$ cat src/rtl/jet_pkg.sv
// Shared types and constants for the Julia escape-time block.
// Used by the channel interfaces, the mapping stage, the iteration ring and the top level.
// No dependencies.
package jet_pkg;

    // Field widths fixed by the block's data format.
    localparam int PIXEL_BITS = 12;
    localparam int REG_BITS   = 32;
    localparam int CNT_BITS   = 8;
    localparam int WIDE_BITS  = 2 * REG_BITS;
    localparam int TAG_BITS   = 2;
    localparam int IDX_BITS   = 3;

    // Hard cap on the iteration count, applied on top of max_iterations.
    localparam int ITER_LIMIT = 255;

    typedef logic [PIXEL_BITS-1:0]       t_pix;
    typedef logic signed [REG_BITS-1:0]  t_fix;
    typedef logic signed [WIDE_BITS-1:0] t_wide;
    typedef logic [CNT_BITS-1:0]         t_cnt;
    typedef logic [TAG_BITS-1:0]         t_tag;

    // Configuration register indexes.
    typedef enum logic [IDX_BITS-1:0] {
        REG_C_REAL   = 3'd0,
        REG_C_IMAG   = 3'd1,
        REG_X_STEP   = 3'd2,
        REG_X_OFFSET = 3'd3,
        REG_Y_STEP   = 3'd4,
        REG_Y_OFFSET = 3'd5,
        REG_MAX_ITER = 3'd6
    } t_reg_idx;

    // Settings seen by the coordinate mapping stage.
    typedef struct packed {
        t_fix x_step;
        t_fix x_offset;
        t_fix y_step;
        t_fix y_offset;
        t_cnt limit;
    } t_map_cfg;

    // A mapped pixel waiting to enter the iteration ring.
    typedef struct packed {
        t_pix px;
        t_pix py;
        t_fix zr;
        t_fix zi;
        t_cnt limit;
    } t_start;

    // One slot of the iteration ring.
    typedef struct packed {
        logic valid;
        logic done;
        t_tag tag;
        t_pix px;
        t_pix py;
        t_fix zr;
        t_fix zi;
        t_cnt count;
        t_cnt limit;
    } t_tok;

    // A finished pixel leaving the ring.
    typedef struct packed {
        t_pix px;
        t_pix py;
        t_cnt count;
    } t_done;

endpackage

$ cat src/rtl/jet_pix_if.sv
// Pixel input channel: valid/ready handshake with the pixel coordinates.
// Depends on jet_pkg for the coordinate type.
interface jet_pix_if;
    import jet_pkg::*;

    logic valid;
    logic ready;
    t_pix pixel_x;
    t_pix pixel_y;

    modport source(output valid, output pixel_x, output pixel_y, input ready);
    modport sink(input valid, input pixel_x, input pixel_y, output ready);
endinterface

$ cat src/rtl/jet_map.sv
// Front stage: maps an incoming pixel to its complex start value and holds it
// until the iteration ring has a free slot. Depends on jet_pkg and jet_pix_if.
module jet_map (
    input  logic              i_clk,
    input  logic              i_rst_n,
    jet_pix_if.sink           s_pix,
    input  jet_pkg::t_map_cfg i_cfg,
    output logic              o_valid,
    output jet_pkg::t_start   o_start,
    input  logic              i_take
);
    import jet_pkg::*;

    logic   r_valid;
    t_start r_start;
    t_start n_start;
    t_fix   prod_x;
    t_fix   prod_y;
    logic   accept;

    // The stage refills in the same cycle that the ring takes its beat.
    assign s_pix.ready = !r_valid || i_take;
    assign accept      = s_pix.valid && s_pix.ready;

    // Start value: pixel times step plus offset, wrapped to 32 bits.
    assign prod_x = t_fix'($signed({1'b0, s_pix.pixel_x}) * i_cfg.x_step);
    assign prod_y = t_fix'($signed({1'b0, s_pix.pixel_y}) * i_cfg.y_step);

    always_comb begin
        n_start.px    = s_pix.pixel_x;
        n_start.py    = s_pix.pixel_y;
        n_start.zr    = prod_x + i_cfg.x_offset;
        n_start.zi    = prod_y + i_cfg.y_offset;
        n_start.limit = i_cfg.limit;
    end

    // Holding register and its valid bit.
    always_ff @(posedge i_clk) begin
        if (!i_rst_n) begin
            r_valid <= 1'b0;
        end else if (accept) begin
            r_valid <= 1'b1;
        end else if (i_take) begin
            r_valid <= 1'b0;
        end
    end

    always_ff @(posedge i_clk) begin
        if (accept) begin
            r_start <= n_start;
        end
    end

    assign o_valid = r_valid;
    assign o_start = r_start;
endmodule

$ cat src/flat_wrapper.sv
// flat-port wrapper written by rule: the top's interface ports become plain ports
module jet_map_flat import jet_pkg::*;
  (i_clk, i_rst_n, i_cfg, o_valid, o_start, i_take, s_pix_valid, s_pix_pixel_x, s_pix_pixel_y, s_pix_ready);
  jet_pix_if s_pix_i ();
  input  logic i_clk;
  input  logic i_rst_n;
  input  jet_pkg::t_map_cfg i_cfg;
  output logic o_valid;
  output jet_pkg::t_start o_start;
  input  logic i_take;
  input wire logic [$bits(s_pix_i.valid)-1:0] s_pix_valid;
  input wire logic [$bits(s_pix_i.pixel_x)-1:0] s_pix_pixel_x;
  input wire logic [$bits(s_pix_i.pixel_y)-1:0] s_pix_pixel_y;
  output wire logic [$bits(s_pix_i.ready)-1:0] s_pix_ready;
  assign s_pix_i.valid = s_pix_valid;
  assign s_pix_i.pixel_x = s_pix_pixel_x;
  assign s_pix_i.pixel_y = s_pix_pixel_y;
  assign s_pix_ready = s_pix_i.ready;
  jet_map u_core (.i_clk(i_clk), .i_rst_n(i_rst_n), .s_pix(s_pix_i), .i_cfg(i_cfg), .o_valid(o_valid), .o_start(o_start), .i_take(i_take));
endmodule
$ cat config.mk
export PLATFORM = sky130hd
export DESIGN_NAME = jet_map_flat
export DESIGN_NICKNAME = d
export VERILOG_FILES = /design/src/rtl/jet_pkg.sv /design/src/rtl/jet_pix_if.sv /design/src/rtl/jet_map.sv /design/src/flat_wrapper.sv
export SDC_FILE = /design/constraint.sdc
export NUM_CORES = 2
export LEC_CHECK = 0
export ABC_AREA = 1
export BUFFER_PORTS_ARGS = -buffer_cell sky130_fd_sc_hd__buf_4
export CELL_PAD_IN_SITES_DETAIL_PLACEMENT = 1
export CELL_PAD_IN_SITES_GLOBAL_PLACEMENT = 1
export CORE_MARGIN = 5
export CORE_UTILIZATION = 47
export CTS_CLUSTER_DIAMETER = 150
export DETAILED_ROUTE_END_ITERATION = 10
export MAX_ROUTING_LAYER = met4
export PLACE_DENSITY = 0.85
export SLEW_MARGIN = 20
export SYNTH_ARGS = -nofsm -noshare
export SYNTH_HDL_FRONTEND = slang
export SYNTH_SLANG_ARGS = --single-unit
$ cat constraint.sdc
create_clock -name i_clk -period 7.75 [get_ports i_clk]
set_input_delay 1.55 -clock i_clk [delete_from_list [all_inputs] [get_ports i_clk]]
set_output_delay 1.55 -clock i_clk [all_outputs]
set_load 0.03 [all_outputs]
; ---- Word level (Yosys, flattened, before mapping)
; Cells that the tools add are included.
[totals]
register_bits = 97
inputBits = 164
output_inout_bits = 98
elab_cells = 16
[op_classes]
add_sub_neg = 2
mul = 2
n_mux = 2
reduce_logical = 4
[ops]
columns = cell, n
row1 = $add A32 B32 Y32, 2
row2 = $mul A13 B32 Y32, 2
row3 = $mux W1, 2
row4 = $reduce_bool A2 Y1, 1
row5 = $logic_and A1 B1 Y1, 1
row6 = $logic_not A1 Y1, 1
row7 = $logic_or A1 B1 Y1, 1

; ---- Logic depth before layout (Yosys ltp)
[logic_depth]
ltp_word = 4
mapped_depth = 28
ltp_nobuf = 26

; ---- Worst setup path after synthesis
; No wires, ideal clock.
[synth_timing]
kind = in2reg
startpoint = input port s_pix_valid
endpoint = register u_core.r_start (netlist bit u_core.o_start[0]), enable pin
setup_ps = 582
arrival_time_ps = 6223
required_ps = 7168
slack_ps = 945
path_stages = 2
path_buffers = 0
cell_sequence = inv_1 -> a21oi_1
[synth_via]
elab_chain_cells = 1
[synth_lines]
columns = element, line
row1 = "start, declared", flat_wrapper.sv:11  ; input wire logic [$bits(s_pix_i.valid)-1:0] s_pix_valid;
row2 = $logic_and A1 B1 Y1, jet_map.sv:23  ; assign accept = s_pix.valid && s_pix.ready;
row3 = net u_core.accept, jet_map.sv:19  ; logic accept;
row4 = "end signal, assigned", jet_map.sv:50  ; r_start <= n_start;
row5 = "end, declared", jet_map.sv:15  ; t_start r_start;
; The timed path passes the listed nets, and every way through them passes these cells.
; A chain may end at the register's enable or synchronous reset.

==> metrics.md <==
| Metric | Value |
|---|---|
| GRT Util Overall | about a quarter |
| Worst-path clk slew | 0.08 ns |
| Buffer count from post-CTS setup fixing | 0 |
| Skew final | approximately 0.022 ns |
| Gate Count Post-Synth | about 3200 |
| Post-Syn Area | 25400 um2 |
| Sequential cell area | 2900 um2 |
| Outcome | completed |
| Clock tree sinks | 97 |
| Antenna-violating nets left | 0 |
| Post-layout minimum cycle time | approximately 6.8 ns |
| WL final | 73.7 mm |
| Routed len/inst | 18.3 um |
| CTS Buf Count | 9 |
| Gr ovfl total | 0 |
| Reg2reg start | u_core.o_valid |
| CTS Hold Bufs | 0 |
| CTS H-tree lvls | 3 |
| EDFF count, synth | 96 |
| Vias in the first global route | 23432 |
| Post-Syn Nets | approximately 4000 |
| DRT iter0 DRCs | ~1000 |
| Post-CTS Resized | 0 |
| Yosys reg bits | a little under 100 |
| DRC | 0 |
| Setup CP Type | in -> reg |
| Die Wd | 243 um |
| Synth top area share | 41.7% |
| Post-synth top cells | 1019 x inv_1, 848 x nand2_1, 530 x fa_1, 158 x ha_1, 96 x edfxtp_1 |
| Synth cell types | 47 |
| Slew headroom | ~39% |
| Mean Syn Cell Area | ~8.0 um2 |
| Hold_sp | u_core.o_valid |
| Fill cell count | around 6600 |
| Main synth FF type | edfxtp_1 |
| Most numerous cell in the Yosys netlist | inv_1 |
| Root buffer cell | clkbuf_16 |
| Final Max Slew Viols | 0 |
| CP endpoint kind | flop |
| Vias | approximately 20000 |
| # diodes | 0 |
| Final Hold Vio Count | 0 |
| Drt pass-1 iters | 5 |
| FFs w/ async S/R, synth | 0% |
| Critical path startpoint category | primary input |
| Setup tns final | 0 ns |
| CTS tree | done |
| Hpwl dp | approximately 62 mm |
| Number of placement rows | 85 |
| Maxcap violations | 0 |
| Total Nets Final | 4178 |
| Worst EP arrival | between 6 and 7 ns |
| I/O Buffers | between 200 and 300 |
| Skew-Pair Late Insertion Delay | around 0.41 ns |
| Fmax | 0.147 GHz |
| Worst Max-Slew Pin Slew | 0.918 ns |
| First-pass GRT wire length | 121 mm |
| Initial antenna violation count | 0 |
| Core Footprint | between 50000 and 60000 um2 |
| RSZ-0062 raised after global routing | no |
| Area growth, synth to finish | 10.6% |
| Drt via density | roughly 5 |
| Critical path data required time | roughly 7.9 ns |
| Final Cycle Share | a little under 90% |
| Share of layout cells above drive strength 1 | between 9 and 10% |
| Sequential area share after synthesis | between 10 and 15% |
| Initial Utilization | a little under half |
| Synth warnings | 0 |
| CP Launch Point | s_pix_pixel_x[7] |
| Placer Congestion | between 0.9 and 1 |
| Largest net degree at the start of global routing | slightly above 60 |
| CTS Buffer Depth | 2 |
| Area of the multi-input gates | around 18000 um2 |
| Class of the worst hold path | reg -> reg |
| Die height | roughly 240 um |
| Synth area leader | fa_1 |
| Boundary Pins | between 200 and 300 |
| Crit Path Max Fanout | 26 |
| DIE AREA | between 50000 and 60000 um2 |
| Count of final setup violators | 0 |
| Area contributors post-synth | fa_1 42%, inv_1 15%, nand2_1 13% |
==> cell families after synthesis <==
| kind of cell | synth area share, % |
|---|---|
| buffers and inverters | 17.0 |
| and+or+nand+nor | 16.4 |
| adders and majority gates | 49.5 |
| AOI/OAI and AO/OA | 3.48 |
| DFF | 11.4 |
| xor gates and xnor gates | 2.20 |
==> cells in the final DEF (no fill, tap or decap), drive strengths merged <==
cell type	netlist	final
clkinvlp	0	1
o211ai	3	3
o31ai	1	1
o21a	5	5
a21o	17	17
clkbuf	93	10
clkinv	0	1
o21bai	5	5
a21oi	62	62
dfxtp	1	1
nand2	857	857
o21ai	33	33
nor3	11	11
nor3b	1	1
fa	530	530
nand3b	6	6
nand4	10	10
or2	2	2
xnor2	20	20
a31oi	2	2
and2	1	1
inv	1021	1025
xor2	44	44
buf	27	265
a211oi	2	2
edfxtp	96	96
a21boi	6	6
nand3	75	75
nor2	81	81
ha	158	158
==> worst max-delay path: stages <==
cell and delay [ns]:
buf_4 0.33, nand2_1 0.18, fa_1 0.58, inv_1 0.07, fa_1 0.57, fa_1 0.45, fa_1 0.46, fa_1 0.49
inv_1 0.05, fa_1 0.48, inv_1 0.05, ha_1 0.37, a21o_1 0.22, a31oi_1 0.26, o21ai_0 0.23, a21oi_1 0.17
nand2_1 0.08, xor2_1 0.33
==> final cells by class <==
type,count,share of cell area [%]
clock buffer,10,0.850
clock inverter,6,0.200
inverter,1021,13.6
multi-input combinational,1932,64.8
sequential,97,10.3
tap,696,3.10
timing repair buffer,265,7.08
==> layer usage <==
layer	global-route usage, %	vias up	part of all wire (%)
met5	-	-	0
met4	9.33	0	3.8
met3	3.54	142	4.4
met2	45.0	522	50
met1	33.4	10396	42
li1	-	9226	-
==> stage by stage <==
| step | util (%) | setup WS, ns | hold WS (ns) | instance area (um2) | cells |
|---|---|---|---|---|---|
| floorplan | - | 0.945 | 0.861 | 25400 | 3170 |
| global placement | 51.8 | 0.724 | 0.543 | 27800 | 4011 |
| detailed placement | 51.8 | 0.663 | 0.544 | 27800 | 4011 |
| CTS | 52.3 | 1.03 | 0.556 | 28100 | 4027 |
| global route | 52.3 | 0.673 | 0.585 | 28100 | 4027 |
| finish | 52.3 | 0.959 | 0.551 | 28100 | 4027 |
==> path summary, 6_finish.rpt <==
kind,end,slack [ns],cells past startpoint
max reg2reg,u_core.o_start[90],5.61,3
min,u_core.o_valid,0.55,2
min reg2reg,u_core.o_valid,0.55,2
max,u_core.o_start[70],0.96,18
==> state kept, by name (all words and copies together), names as in the netlist <==
signal,cells
u_core.o_start,96
u_core.o_valid,1
Power is not shown: default switching activity piles up to over one toggle a cycle in this logic, so the estimate is an artifact.
